### src/rtl/core/npcm_pkg.sv
// Shared types, constants and the distance function for the nearest palette colour match.
// No dependencies; every other file of the block imports this package.
package npcm_pkg;

    // palette geometry
    localparam int PALETTE_DEPTH = 256;
    localparam int SLOT_LIMIT    = 256;
    localparam int CELL_COUNT    = (PALETTE_DEPTH < SLOT_LIMIT) ? PALETTE_DEPTH : SLOT_LIMIT;

    // field widths
    localparam int INDEX_W  = 8;
    localparam int COLOUR_W = 32;
    localparam int DIST_W   = 10;
    localparam int SIZE_W   = 9;

    // reset value of the palette size register
    localparam logic [SIZE_W-1:0] SIZE_RESET = SIZE_W'(1);

    typedef enum logic
    {
        KIND_LOAD  = 1'b0,
        KIND_MATCH = 1'b1
    } item_kind_t;

    // one beat travelling down the cell chain
    typedef struct packed
    {
        logic                valid;
        item_kind_t          kind;
        logic [INDEX_W-1:0]  entry_index;
        logic [COLOUR_W-1:0] colour_word;
        logic [INDEX_W-1:0]  best_index;
        logic [DIST_W-1:0]   best_distance;
    } chain_beat_t;

    // sum of absolute differences over four signed bytes
    function automatic logic [DIST_W-1:0] l1_distance(
        input logic [COLOUR_W-1:0] a,
        input logic [COLOUR_W-1:0] b
    );
        logic signed [8:0] diff;
        logic [7:0]        mag;
        logic [8:0]        neg;
        logic [DIST_W-1:0] sum;
        sum = '0;
        for (int lane = 0; lane < 4; lane++)
        begin
            diff = $signed({a[8*lane+7], a[8*lane +: 8]})
                 - $signed({b[8*lane+7], b[8*lane +: 8]});
            neg  = 9'(-diff);
            mag  = diff[8] ? neg[7:0] : diff[7:0];
            sum  = sum + DIST_W'(mag);
        end
        return sum;
    endfunction

endpackage

### src/rtl/core/npcm_result_reg.sv
// Output register at the end of the cell chain; also produces the chain advance.
// Depends on npcm_pkg.
module npcm_result_reg
(
    input  logic                          clk,
    input  logic                          rst_n,
    input  npcm_pkg::chain_beat_t         beat_in,
    input  logic                          out_ready,
    output logic                          out_valid,
    output logic [npcm_pkg::INDEX_W-1:0]  best_index,
    output logic [npcm_pkg::DIST_W-1:0]   best_distance,
    output logic                          advance
);
    import npcm_pkg::*;

    logic               valid_reg;
    logic               valid_next;
    logic [INDEX_W-1:0] index_reg;
    logic [DIST_W-1:0]  dist_reg;

    // chain moves whenever the result slot is free or being taken
    always_comb
    begin
        advance    = !valid_reg || out_ready;
        valid_next = valid_reg;
        if (advance)
        begin
            valid_next = beat_in.valid && (beat_in.kind == KIND_MATCH);
        end
    end

    // result valid flag
    always_ff @(posedge clk or negedge rst_n)
    begin
        if (!rst_n)
        begin
            valid_reg <= 1'b0;
        end
        else
        begin
            valid_reg <= valid_next;
        end
    end

    // result payload
    always_ff @(posedge clk)
    begin
        if (advance)
        begin
            index_reg <= beat_in.best_index;
            dist_reg  <= beat_in.best_distance;
        end
    end

    assign out_valid     = valid_reg;
    assign best_index    = index_reg;
    assign best_distance = dist_reg;

endmodule

### config.mk
export PLATFORM = sky130hd
export DESIGN_NAME = npcm_result_reg
export DESIGN_NICKNAME = d
export VERILOG_FILES = /design/src/rtl/core/npcm_pkg.sv /design/src/rtl/core/npcm_result_reg.sv
export SDC_FILE = /design/constraint.sdc
export NUM_CORES = 1
export LEC_CHECK = 0
export BUFFER_PORTS_ARGS = -buffer_cell sky130_fd_sc_hd__buf_2
export CAP_MARGIN = 10
export CORE_MARGIN = 4
export CORE_UTILIZATION = 29
export DETAILED_ROUTE_END_ITERATION = 7
export GPL_TIMING_DRIVEN = 1
export PLACE_DENSITY_LB_ADDON = 0.25
export SKIP_LAST_GASP = 1
export SLEW_MARGIN = 20
export SYNTH_ARGS = -nofsm -noshare
export SYNTH_HDL_FRONTEND = slang
export SYNTH_SLANG_ARGS = --single-unit
### constraint.sdc
create_clock -name clk -period 1.22 [get_ports clk]
set_input_delay 0.122 -clock clk [delete_from_list [all_inputs] [get_ports clk]]
set_output_delay 0.122 -clock clk [all_outputs]
set_load 0.01 [all_outputs]
# Yosys cells after proc, flatten, opt, wreduce, memory -nomap -nowiden
# Index checks and enable logic that the tools add are counted.
[op_classes]
n_addsub = 0
multipliers = 0
div_mod_pow = 0
n_lt_le_gt_ge = 0
eq_ne = 0
shifts = 0
mux = 0
bitwise = 0
reduce_logical = 3
[op_table]
columns = ["cell", "n"]
rows = [
  ["$logic_and A1 B1 Y1", 1],
  ["$logic_not A1 Y1", 1],
  ["$logic_or A1 B1 Y1", 1],
]
[totals]
ff_bits = 19
latch_bits = 0
ramBits = 0
romBits = 0
inputBits = 63
elab_cells = 6
n_memories = 0

# Logic depth before layout (Yosys ltp)
[logic_depth]
word_depth = 2
mapped_depth = 2
mapped_depth_nobuf = 2

# Least setup slack after synthesis
# Ideal clock, no wire load.
[synth_timing]
path_kind = "register -> register"
start = "reg valid_reg (netlist: out_valid)"
end = "reg dist_reg[0] (netlist: best_distance[0]), enable pin"
setup_time_ns = 0.325
arrival_time_ns = 0.640
required_ns = 0.895
slack_ns = 0.254
stages_incl_launch_ff = 2
synth_period_minus_slack_ns = 0.966
path_cell_list = "dfrtp_1 nand2b_4"
[synth_via]
elab_chain_len = 2
[synth_lines]
columns = ["element", "line", "source"]
rows = [
  ["from (decl)", "npcm_result_reg.sv:16", "logic valid_reg;"],
  ["from (signal assigned)", "npcm_result_reg.sv:41", "valid_reg <= valid_next;"],
  ["$logic_not A1 Y1", "npcm_result_reg.sv:24", "advance = !valid_reg || out_ready;"],
  ["$logic_or A1 B1 Y1", "npcm_result_reg.sv:24", ""],
  ["named net advance", "npcm_result_reg.sv:12", "output logic advance"],
  ["to (signal assigned)", "npcm_result_reg.sv:51", "dist_reg <= beat_in.best_distance;"],
  ["to (decl)", "npcm_result_reg.sv:19", "logic [DIST_W-1:0] dist_reg;"],
]
# The timed path passes the listed nets, and every way through them passes these cells.
# A chain may end at the register's enable or synchronous reset.

# Worst setup path after layout
[layout_timing]
start = "reg valid_reg (netlist: out_valid)"
end = "out advance"
[layout_via]
elab_chain_len = 2
[layout_lines]
columns = ["element", "line"]
rows = [
  ["$logic_not A1 Y1", "npcm_result_reg.sv:24"],
  ["$logic_or A1 B1 Y1", "npcm_result_reg.sv:24"],
  ["to (decl)", "npcm_result_reg.sv:12"],
]
# No other way between the ends.

==> implementation parameters <==
Parameter                              Value

Clock network
  CTS HTree Levels ... 1
  TritonCTS Sinks ... 19
  Clock Tree Buf Depth ... 2
  CTS tree ... yes
  Clock network latency to the later pin of the worst-skew pair ... 0.28 ns
  Root Buffer Master ... sky130_fd_sc_hd__clkbuf_4
  Post-CTS Resized ... 0
  CTS clk-pin slew, worst paths ... 0.10 ns
  Number of buffers created by CTS ... 3

Die
  Boundary pin count ... 83
  Area of the die ... 2820 µm²
  Starting Density ... 30.3%
  Number of rows created at floorplan ... 16
  Overall die height ... 53.1 µm
  Die extent in x ... 53.1 µm
  Core Box Area ... 1940 µm²

Job
  Number of max-cap violations ... 0

Timing
  Max Transition Viols Final ... 0
  Count of endpoints failing setup in the final report ... 0
  Largest clock skew in the final design ... 0.00429 ns
  Highest clock frequency the design can meet ... 922 MHz
  Tightest Pin Transition ... 0.248 ns
  Rel. slew slack ... 83.5%
  Total Negative Setup Slacks ... 0 ns
  Crit share post-route ... 88.9%
  Final Hold Vio Count ... 0
  RSZ-0062 raised after global routing ... no
  Final period demand of the worst path ... 1.08 ns

Outcome
  Outcome ... completed

Global route
  Wire length of the first global-routing pass ... 1950 µm
  Number of antenna violations at the first check in global routing ... 0
  Maximum number of pins on one net before global-route repair ... 11
  Via count of the first global-routing pass ... 460
  Total congestion overflow after global routing ... 0
  Overall Global Routing Usage ... 10.0%

Worst setup path
  Cell with the biggest individual delay on the critical path ... sky130_fd_sc_hd__dfrtp_1
  Critical path type ... reg -> out
  Dominant delay contributor by cell family on the critical path ... flip-flops
  Crit path required time ... 1.10 ns
  Arrival @ worst endpoint ... 0.96 ns
  Type of origin of the critical path ... flip-flop
  Critical-path cell list ... nand2b_4 > buf_2
  Combined buffer and inverter count along the critical path ... 1
  Maximum fanout encountered on the critical timing path ... 4
  Kind of end point of the critical path ... output pin
  Crit-path max cell delay ... 0.44 ns
  Slack of the worst reg-to-reg path ... 0.24 ns

Power and ir drop
  VDD IR-drop max ... 679 µV
  Static leakage power ... 0.486 nW
  Power Density ... 1180 nW/µm²

Route
  DRC violation count after routing ... 0
  Post-detailed-route wirelength per cell ... 10.9 µm
  Total number of vias ... 443
  Number of nets with antenna violations after detailed routing ... 0
  Mean number of vias per cell ... 3.75
  Initial DRT Pass Iterations ... 2
  Final wirelength ... 1280 µm
  Met2 layer wire length in the routed design ... 702 µm
  Violation count after the first detailed-route iteration ... 5
  Met1 Routed Length ... 460 µm
  Highest metal layer with signal wires ... met3
  Met3 wire len ... 120 µm

Worst hold path
  HP Class ... in -> reg

Yosys
  Warning count from the yosys run ... 0
  Area of the mapped netlist ... 589 µm²
  Number of distinct library cell variants in the gate-level netlist after synthesis ... 5
  Instance count of the mapped netlist ... 22
  Syn Nets ... 85
  Sequential share of the synthesized area ... 96.0%
  Seq cells post-synth ... 19
  Mean area per synthesized cell ... 26.8 µm²

Final layout
  N_diodes ... 0
  Final-layout fill cell count ... 167
  Area growth, synth to finish ... 83.4%
  Post-Layout Cell Count ... 118
  Number of nets in the final layout ... 155
  Share of cells above drive strength 1 ... 56.0%

Placed design
  # placed instances ... 91
  Placer congestion estimate ... 0.671
  Input/output buffers ... 42
-- placed cells by master, fill, tap and decap left out --
cell type                       synthesis  routed
sky130_fd_sc_hd__buf_4                  0       3
sky130_fd_sc_hd__clkbuf_4               0       3
sky130_fd_sc_hd__nand2_1                1       1
sky130_fd_sc_hd__edfxtp_1              18      18
sky130_fd_sc_hd__nand2b_4               1       1
sky130_fd_sc_hd__dlygate4sd3_1          0      19
sky130_fd_sc_hd__clkbuf_1               0       1
sky130_fd_sc_hd__nand2_2                1       1
sky130_fd_sc_hd__buf_2                  0      42
sky130_fd_sc_hd__nand2b_2               0       1
sky130_fd_sc_hd__dfrtp_1                1       1
-- per-stage QoR --
step           area [µm²]  worst slack [ns]  power (W)  utilization, %  hold WS [ns]
6_report             1080             0.136    0.00127            55.7        0.0421
4_1_cts              1030            0.0231    0.00127            53.0      0.000532
3_3_place_gp          833             0.269   0.000926            42.9        -0.102
2_1_floorplan         589             0.254   0.000846               -        -0.174
5_1_grt              1080            0.0857    0.00134            55.7        0.0615
3_5_place_dp          833             0.263   0.000928            42.9       -0.0997
-- sequential cells by signal, indices dropped and copies added (netlist names) --
signal / count
best_index: 8
out_valid: 1
best_distance: 10
-- path summary, 6_finish.rpt --
path	end	cells after the start	from
max in group asynchronous	out_valid	2	rst_n
worst max register to register	best_distance[7]	1	out_valid
worst min-delay path	out_valid	3	beat_in[58]
worst max-delay path	advance	2	out_valid
worst min register to register	out_valid	2	out_valid
min in group asynchronous	out_valid	2	rst_n
-- kinds of logic after synthesis --
kind of cell / count (synthesis) / synth area share (%)
DFF: 19 / 96.0
and+or+nand+nor: 3 / 4.03
-- Yosys cell counts --
master | n | area [µm²]
sky130_fd_sc_hd__nand2b_4 | 1 | 13.8
sky130_fd_sc_hd__nand2_1 | 1 | 3.75
sky130_fd_sc_hd__edfxtp_1 | 18 | 541
sky130_fd_sc_hd__dfrtp_1 | 1 | 25.0
sky130_fd_sc_hd__nand2_2 | 1 | 6.26
-- layer usage --
metal  vias to the layer above  global-route usage (%)
met3                         0                    3.38
met4                         0                    3.83
met1                       195                    9.21
met5                         -                       0
met2                        24                    19.6
li1                        224                       -
-- tightest hold or removal path, cell delays in order --
cell and delay [ns]:
sky130_fd_sc_hd__buf_2 0.08, sky130_fd_sc_hd__nand2_1 0.05, sky130_fd_sc_hd__nand2_2 0.05
-- report_power, final --
part           internal, W  switching [W]
combinational     0.000110      0.0000781
sequential        0.000770      0.0000139
clock             0.000127       0.000172
total              0.00101       0.000264
-- area by class of cell --
| class | count | area (µm²) | share of cell area [%] |
|---|---|---|---|
| sequential | 19 | 566 | 52.3 |
| tap | 27 | 33.8 | 3.12 |
| multi-input combinational | 4 | 32.5 | 3.01 |
| clock buffer | 4 | 26.3 | 2.43 |
| timing repair buffer | 64 | 423 | 39.1 |
-- what timing repair did --
| item | CTS | global route |
|---|---|---|
| hold buffers | 16 | 3 |
| buffers inserted | 0 | 3 |
| setup endpoints to repair | 1 | 1 |
| endpoints found under the hold margin | 16 | 3 |
| cloned | 1 | 0 |
| pin swaps | 0 | 0 |
Power figures use the tool's default switching activity.
