==> config.mk <==
export PLATFORM = sky130hd
export DESIGN_NAME = npcm_cell
export DESIGN_NICKNAME = d
export VERILOG_FILES = /design/src/rtl/core/npcm_pkg.sv /design/src/rtl/core/npcm_cell.sv
export SDC_FILE = /design/constraint.sdc
export NUM_CORES = 1
export LEC_CHECK = 0
export BUFFER_PORTS_ARGS = -buffer_cell sky130_fd_sc_hd__buf_4
export CORE_MARGIN = 5
export CORE_UTILIZATION = 42
export CTS_CLUSTER_DIAMETER = 60
export DETAILED_ROUTE_END_ITERATION = 12
export SLEW_MARGIN = 25
export SYNTH_ARGS = -nofsm -noshare
export SYNTH_HDL_FRONTEND = slang
export SYNTH_SLANG_ARGS = --single-unit
==> constraint.sdc <==
create_clock -name clk -period 11.15 [get_ports clk]
set_input_delay 0.5575 -clock clk [delete_from_list [all_inputs] [get_ports clk]]
set_output_delay 0.5575 -clock clk [all_outputs]
set_load 0.05 [all_outputs]
==> src/rtl/core/npcm_pkg.sv <==
// Shared types, constants and the distance function for the nearest palette colour match.
// No dependencies; every other file of the block imports this package.
package npcm_pkg;

    // palette geometry
    localparam int PALETTE_DEPTH = 256;
    localparam int SLOT_LIMIT    = 256;
    localparam int CELL_COUNT    = (PALETTE_DEPTH < SLOT_LIMIT) ? PALETTE_DEPTH : SLOT_LIMIT;

    // field widths
    localparam int INDEX_W  = 8;
    localparam int COLOUR_W = 32;
    localparam int DIST_W   = 10;
    localparam int SIZE_W   = 9;

    // reset value of the palette size register
    localparam logic [SIZE_W-1:0] SIZE_RESET = SIZE_W'(1);

    typedef enum logic
    {
        KIND_LOAD  = 1'b0,
        KIND_MATCH = 1'b1
    } item_kind_t;

    // one beat travelling down the cell chain
    typedef struct packed
    {
        logic                valid;
        item_kind_t          kind;
        logic [INDEX_W-1:0]  entry_index;
        logic [COLOUR_W-1:0] colour_word;
        logic [INDEX_W-1:0]  best_index;
        logic [DIST_W-1:0]   best_distance;
    } chain_beat_t;

    // sum of absolute differences over four signed bytes
    function automatic logic [DIST_W-1:0] l1_distance(
        input logic [COLOUR_W-1:0] a,
        input logic [COLOUR_W-1:0] b
    );
        logic signed [8:0] diff;
        logic [7:0]        mag;
        logic [8:0]        neg;
        logic [DIST_W-1:0] sum;
        sum = '0;
        for (int lane = 0; lane < 4; lane++)
        begin
            diff = $signed({a[8*lane+7], a[8*lane +: 8]})
                 - $signed({b[8*lane+7], b[8*lane +: 8]});
            neg  = 9'(-diff);
            mag  = diff[8] ? neg[7:0] : diff[7:0];
            sum  = sum + DIST_W'(mag);
        end
        return sum;
    endfunction

endpackage

==> src/rtl/core/npcm_cell.sv <==
// One compare cell: holds a palette entry, writes it on a matching load beat and
// folds its distance into the running best of a pixel beat. Depends on npcm_pkg.
module npcm_cell
(
    input  logic                          clk,
    input  logic                          rst_n,
    input  logic                          advance,
    input  logic [npcm_pkg::INDEX_W-1:0]  slot_id,
    input  logic [npcm_pkg::SIZE_W-1:0]   used_size,
    input  npcm_pkg::chain_beat_t         beat_in,
    output npcm_pkg::chain_beat_t         beat_out
);
    import npcm_pkg::*;

    logic [COLOUR_W-1:0] colour_reg;
    chain_beat_t         beat_reg;
    chain_beat_t         beat_next;
    logic [DIST_W-1:0]   entry_distance;
    logic                in_use;
    logic                take;
    logic                load_hit;

    // distance and best-so-far update
    always_comb
    begin
        entry_distance = l1_distance(colour_reg, beat_in.colour_word);
        in_use    = {1'b0, slot_id} < used_size;
        take      = in_use && ((slot_id == '0) || (entry_distance < beat_in.best_distance));
        load_hit  = beat_in.valid && (beat_in.kind == KIND_LOAD)
                 && (beat_in.entry_index == slot_id);
        beat_next = beat_in;
        if (beat_in.valid && (beat_in.kind == KIND_MATCH) && take)
        begin
            beat_next.best_index    = slot_id;
            beat_next.best_distance = entry_distance;
        end
    end

    // palette entry storage
    always_ff @(posedge clk)
    begin
        if (advance && load_hit)
        begin
            colour_reg <= beat_in.colour_word;
        end
    end

    // beat register toward the next cell
    always_ff @(posedge clk or negedge rst_n)
    begin
        if (!rst_n)
        begin
            beat_reg <= '0;
        end
        else if (advance)
        begin
            beat_reg <= beat_next;
        end
    end

    assign beat_out = beat_reg;

endmodule

# == Word-level counts from Yosys, hierarchy flattened ==
# Cells that the tools add are included.
# totals
regBits,92
inputBits,80
output_inout_bits,60
# op_classes
n_addsub,11
magnitude_cmp,2
n_eq_ne,1
muxes,5
bitwise,1
reduce_logical,8
# ops
cell,n
$sub A8 B8 Y9,4
$mux W8,4
$neg A8 Y8,4
$mux W18,1
$add A10 B8 Y10,1
$add A9 B8 Y10,1
$lt A10 B10 Y1,1
$add A8 B8 Y9,1
$lt A8 B9 Y1,1
$eq A8 B8 Y1,1
$logic_not A8 Y1,1
$logic_and A1 B1 Y1,6
$logic_or A1 B1 Y1,1
$not A1 Y1,1

# == Logic depth before layout (Yosys ltp) ==
# depth
depth_word,11
mapped_depth,31
ltp_nobuf,30

# == Least setup slack after synthesis ==
# Ideal clock, no wire load.
# synth_path
kind,input to register
startpoint,input port beat_in[18] (netlist bit)
endpoint,"register beat_reg, in the netlist beat_out[2]"
setup_time_ns,0.134
arrival_ns,6.510
setup_slack_ns,4.506
cell_stages,28
path_cell_list,ha_1 > fa_1 > nor2b_1 > o211a_1 > o21a_1 > o21ai_1 > a31oi_1 > nor2_1 > xnor2_1 > fa_1 > inv_1 > fa_1 > inv_1 > fa_1 > a211oi_1 > nor2_1 > o21a_1 > o21ai_0 > o31a_1 > ha_1 > a21o_1 > a21o_1 > a221o_1 > a22o_4 > nor2_8 > buf_12 > mux2i_1 > a21oi_1
# synth_via
elab_chain_cells,11
# synth_lines
element,line,text
from (decl),npcm_cell.sv:10,"input npcm_pkg::chain_beat_t beat_in,"
$sub A8 B8 Y9 (*),npcm_pkg.sv:49,"- $signed({b[8*lane+7], b[8*lane +: 8]});"
$neg A8 Y8,npcm_pkg.sv:50,neg = 9'(-diff);
$mux W8 (*),npcm_pkg.sv:51,mag = diff[8] ? neg[7:0] : diff[7:0];
$add A8 B8 Y9 (*),npcm_pkg.sv:52,sum = sum + DIST_W'(mag);
$add A9 B8 Y10 (*),npcm_pkg.sv:52,
$add A10 B8 Y10 (*),npcm_pkg.sv:52,
$lt A10 B10 Y1,npcm_cell.sv:28,take = in_use && ((slot_id == '0) || (entry_distance < beat_in.best_distance));
$logic_or A1 B1 Y1,npcm_cell.sv:28,
$logic_and A1 B1 Y1,npcm_cell.sv:28,
$logic_and A1 B1 Y1,npcm_cell.sv:32,if (beat_in.valid && (beat_in.kind == KIND_MATCH) && take)
$mux W18 (*),npcm_cell.sv:32,
to (signal assigned),npcm_cell.sv:57,beat_reg <= beat_next;
to (decl),npcm_cell.sv:16,chain_beat_t beat_reg;
# Every way passes the cells marked *; elsewhere a longest branch is shown, timed or not.
# A chain may end at the register's enable or synchronous reset.

# == Worst setup path after layout ==
# layout_path
startpoint,register colour_reg[0]
endpoint,"register beat_reg, in the netlist beat_out[12]"
# layout_via
elab_chain_cells,11
# layout_lines
element,line,text
from (decl),npcm_cell.sv:15,logic [COLOUR_W-1:0] colour_reg;
from (signal assigned),npcm_cell.sv:44,colour_reg <= beat_in.colour_word;
$sub A8 B8 Y9 (*),npcm_pkg.sv:49,
$neg A8 Y8,npcm_pkg.sv:50,
$mux W8 (*),npcm_pkg.sv:51,
$add A8 B8 Y9 (*),npcm_pkg.sv:52,
$add A9 B8 Y10 (*),npcm_pkg.sv:52,
$add A10 B8 Y10 (*),npcm_pkg.sv:52,
$lt A10 B10 Y1 (*),npcm_cell.sv:28,
$logic_or A1 B1 Y1 (*),npcm_cell.sv:28,
$logic_and A1 B1 Y1 (*),npcm_cell.sv:28,
$logic_and A1 B1 Y1 (*),npcm_cell.sv:32,
$mux W18 (*),npcm_cell.sv:32,
# Marked as above.

==> parameters.txt <==
Parameter                              Value

Power and ir drop
  Power density of the placed cells    193 nW/um2
  Sw Pwr    641 uW
  Reg power frac    26.6%
  Power Internal    902 uW
  Total leakage power    3.79 nW
  Largest vdd supply drop    95.9 uV
  Share of total power in combinational logic    54.2%
  Clock power frac    19.3%
  Tot Pwr    1.54 mW
  Switching fraction of total power    41.6%

Yosys
  Synthesized cell area    6510 um2
  Post-synthesis instance total    618
  Post-synth top area share    23.1%
  Area leader, netlist    sky130_fd_sc_hd__dfrtp_1
  Post-synth cell types    60
  Synthesized netlist net count    779
  Post-synthesis register bit count    92
  Most used flip-flop cell after synthesis    sky130_fd_sc_hd__dfrtp_1
  Synth warnings    0
  Share of synthesized area occupied by flip-flops and latches    37.8%
  Number of synthesized flops with an enable pin    32
  Average size of a mapped cell    10.5 um2
  Top post-synthesis cells by area    sky130_fd_sc_hd__dfrtp_1 (23%), sky130_fd_sc_hd__edfxtp_1 (15%), sky130_fd_sc_hd__ha_1 (12%)
  Proportion of register bits with asynchronous set or reset after synthesis    65.2%

Cells and area
  Utilization of the core after routing    52.7%
  Layout net count    921
  Ratio of cells with drive above 1 in the final layout    27.6%
  Commonest cells after routing, fill and taps aside    sky130_fd_sc_hd__buf_4 (140), sky130_fd_sc_hd__inv_1 (90), sky130_fd_sc_hd__ha_1 (61), sky130_fd_sc_hd__dfrtp_1 (60), sky130_fd_sc_hd__nor2_1 (57)
  Synth-to-layout area growth    23.1%
  Number of flip-flops under the largest register name    60
  Most frequent standard cell in the layout excluding fill and tap cells    sky130_fd_sc_hd__buf_4
  Antenna Cells    0

Clocking
  Clock slew at reported path FFs    60 ps
  # Post-CTS Setup Buffers    0
  Clock latency of the later-clocked register in the worst-skew pair    340 ps
  Root Buffer Master    sky130_fd_sc_hd__clkbuf_16
  Max Root-Sink Buffers    2
  Number of clock sinks    92
  Number of instances resized during post-cts repair    0
  # hold bufs at CTS    0
  Clock tree from TritonCTS    yes
  Number of H-tree levels    3
  Total clock buffers created by CTS    9

STA
  Actual slew at the worst max-slew pin    872 ps
  Unrepaired setup endpoints after global routing    false
  Layout Skew    8.32 ps
  Total Negative Setup Slacks    0 ps
  Highest achievable clock rate    0.143 GHz
  Post-route worst setup slack    4140 ps
  Tightest hold margin    293 ps
  Crit share post-route    62.8%
  Hold Violations, Final    0
  Relative slew slack    41.9%
  Period minus WS final    7010 ps
  Finish-stage setup viols    0
  Max-slew violation count    0

Detailed routing
  Antenna-violating nets left    0
  Ratio of routed vias to standard cells    5.05
  Number of optimization iterations in the first detailed-route pass    6
  # DRC    0
  Average wire length per cell after detail routing    15.1 um
  Post-detailed-routing wire length    14400 um
  Violation count after the first detailed-routing iteration    166
  Overall via count from detail_route    4813

Global route
  Total global-route track usage    16.9%
  GR Overflow Total    0
  Maximum number of pins on one net before global-route repair    75
  Vias in the first global route    5231
  Number of antenna violations at the first check in global routing    0
  Global-route wire length before repair    24800 um

Placement
  Gp weighted congestion    0.827
  Dpl hpwl    11400 um
  IO Port Bufs    139
  Setup slack at placement    3770 ps

Critical path
  Cell repeated most along the worst path    sky130_fd_sc_hd__fa_1
  Largest driver fanout on the critical path    17
  Kind of cell adding the most delay to the critical path    compound AO/OA/AOI/OAI gates
  Required time of the critical path    11330 ps
  Largest stage delay, worst path    540 ps
  Critical-path cell with the highest stage delay    sky130_fd_sc_hd__fa_1
  Category of the worst setup path capture point    flop
  CP arrival    7190 ps
  Buffers & Inverters on Critical Path    3
  Critical path type    reg -> reg
  Startpoint kind of the worst setup timing path    flop

Outcome
  Run status    finished clean

Floorplan
  Number of top-level pins    140
  Core area    15200 um2
  Y dimension of the die    134 um
  Die Width    134 um
  Die area    18100 um2
  Number of placement rows    45
  Initial core utilization    42.8%

Hold path
  Tightest Hold Check Type    in -> async

Run
  # Max-Cap Violations    0
## kinds of logic (layout without fill, tap and decap cells)
logic type | after synthesis | in the layout | share of synthesized area, %
xor gates and xnor gates | 50 | 50 | 6.73
AOI/OAI and AO/OA | 105 | 105 | 10.9
buffers and inverters | 99 | 246 | 6.31
muxes | 62 | 62 | 10.4
adders and majority gates | 81 | 81 | 17.9
and+or+nand+nor | 129 | 129 | 9.94
DFF | 92 | 92 | 37.8
## metal layers
metal  up-vias  track usage (%)  routed length, um
met5         -                0                  0
met4         0             6.00                243
met3        15             3.73                631
met2        86             29.1               7120
met1      2289             21.0               6440
li1       2423                -                  -
## power by group through the flow
stage | logic, mW | clock network, mW | registers [mW]
final | 0.836 | 0.297 | 0.410
after global routing | 0.933 | 0.321 | 0.414
after CTS | 0.848 | 0.308 | 0.410
after detailed placement | 0.844 | 0 | 0.415
after global placement | 0.820 | 0 | 0.415
after floorplan | 0.503 | 0 | 0.543
## cell type report
cell class / instances / area (um2)
flip-flops and latches: 92 / 2460
clock buffers: 15 / 279
fillers: 1414 / 7190
multi-input cells: 427 / 3640
clock inverters: 1 / 6.26
inverters: 90 / 338
well taps: 188 / 235
repair buffers: 140 / 1050
## metrics by stage
step	cells	cell area [um2]
after global placement	937	7730
after floorplan	618	6510
after global routing	953	8010
final	953	8010
after detailed placement	937	7730
after CTS	953	8010
## cell usage after synthesis (2+ instances only)
library cell / instances
sky130_fd_sc_hd__inv_1: 90
sky130_fd_sc_hd__ha_1: 61
sky130_fd_sc_hd__dfrtp_1: 60
sky130_fd_sc_hd__nor2_1: 57
sky130_fd_sc_hd__mux2_2: 44
sky130_fd_sc_hd__edfxtp_1: 32
sky130_fd_sc_hd__xnor2_1: 31
sky130_fd_sc_hd__a21oi_1: 26
sky130_fd_sc_hd__fa_1: 20
sky130_fd_sc_hd__xor2_1: 19
sky130_fd_sc_hd__mux2i_1: 18
sky130_fd_sc_hd__o21ai_0: 16
sky130_fd_sc_hd__nor2b_1: 12
sky130_fd_sc_hd__nand2_1: 10
sky130_fd_sc_hd__nor3_1: 10
sky130_fd_sc_hd__a31oi_1: 9
sky130_fd_sc_hd__a211oi_1: 8
sky130_fd_sc_hd__o21ai_1: 7
sky130_fd_sc_hd__or2_2: 7
sky130_fd_sc_hd__a21o_1: 6
sky130_fd_sc_hd__nand3_1: 6
sky130_fd_sc_hd__o21a_1: 6
sky130_fd_sc_hd__clkbuf_1: 5
sky130_fd_sc_hd__nor4_1: 5
sky130_fd_sc_hd__o211a_1: 4
sky130_fd_sc_hd__o21bai_1: 4
sky130_fd_sc_hd__or2_1: 4
sky130_fd_sc_hd__nand2b_1: 3
sky130_fd_sc_hd__a31o_2: 2
sky130_fd_sc_hd__nand3b_1: 2
sky130_fd_sc_hd__nand4_1: 2
sky130_fd_sc_hd__nor3b_1: 2
sky130_fd_sc_hd__o211ai_1: 2
sky130_fd_sc_hd__o31a_1: 2
## worst paths after layout
kind / depth (start not counted) / slack [ps] / startpoint / end
worst max register to register: 28 / 4140 / colour_reg[0] / beat_out[12]
worst max-delay path: 28 / 4140 / colour_reg[0] / beat_out[12]
worst min-delay path: 1 / 290 / rst_n / beat_out[34]
min in group clk: 1 / 400 / beat_in[44] / colour_reg[26]
worst min register to register: 2 / 500 / beat_out[3] / beat_out[3]
max in group asynchronous: 1 / 10320 / rst_n / beat_out[12]
## worst reg2reg max path, delay by kind of cell, from the launching register on
family | cells | cell delay (ps)
XOR/XNOR | 1 | 180
AND/OR/NAND/NOR | 4 | 730
multiplexers | 1 | 240
buffers and inverters | 3 | 170
adder cells (fa/ha/maj) | 6 | 2420
AO/OA/AOI/OAI | 13 | 2780
flip-flops | 1 | 320
No activity file was read; power rests on OpenSTA's default activity.
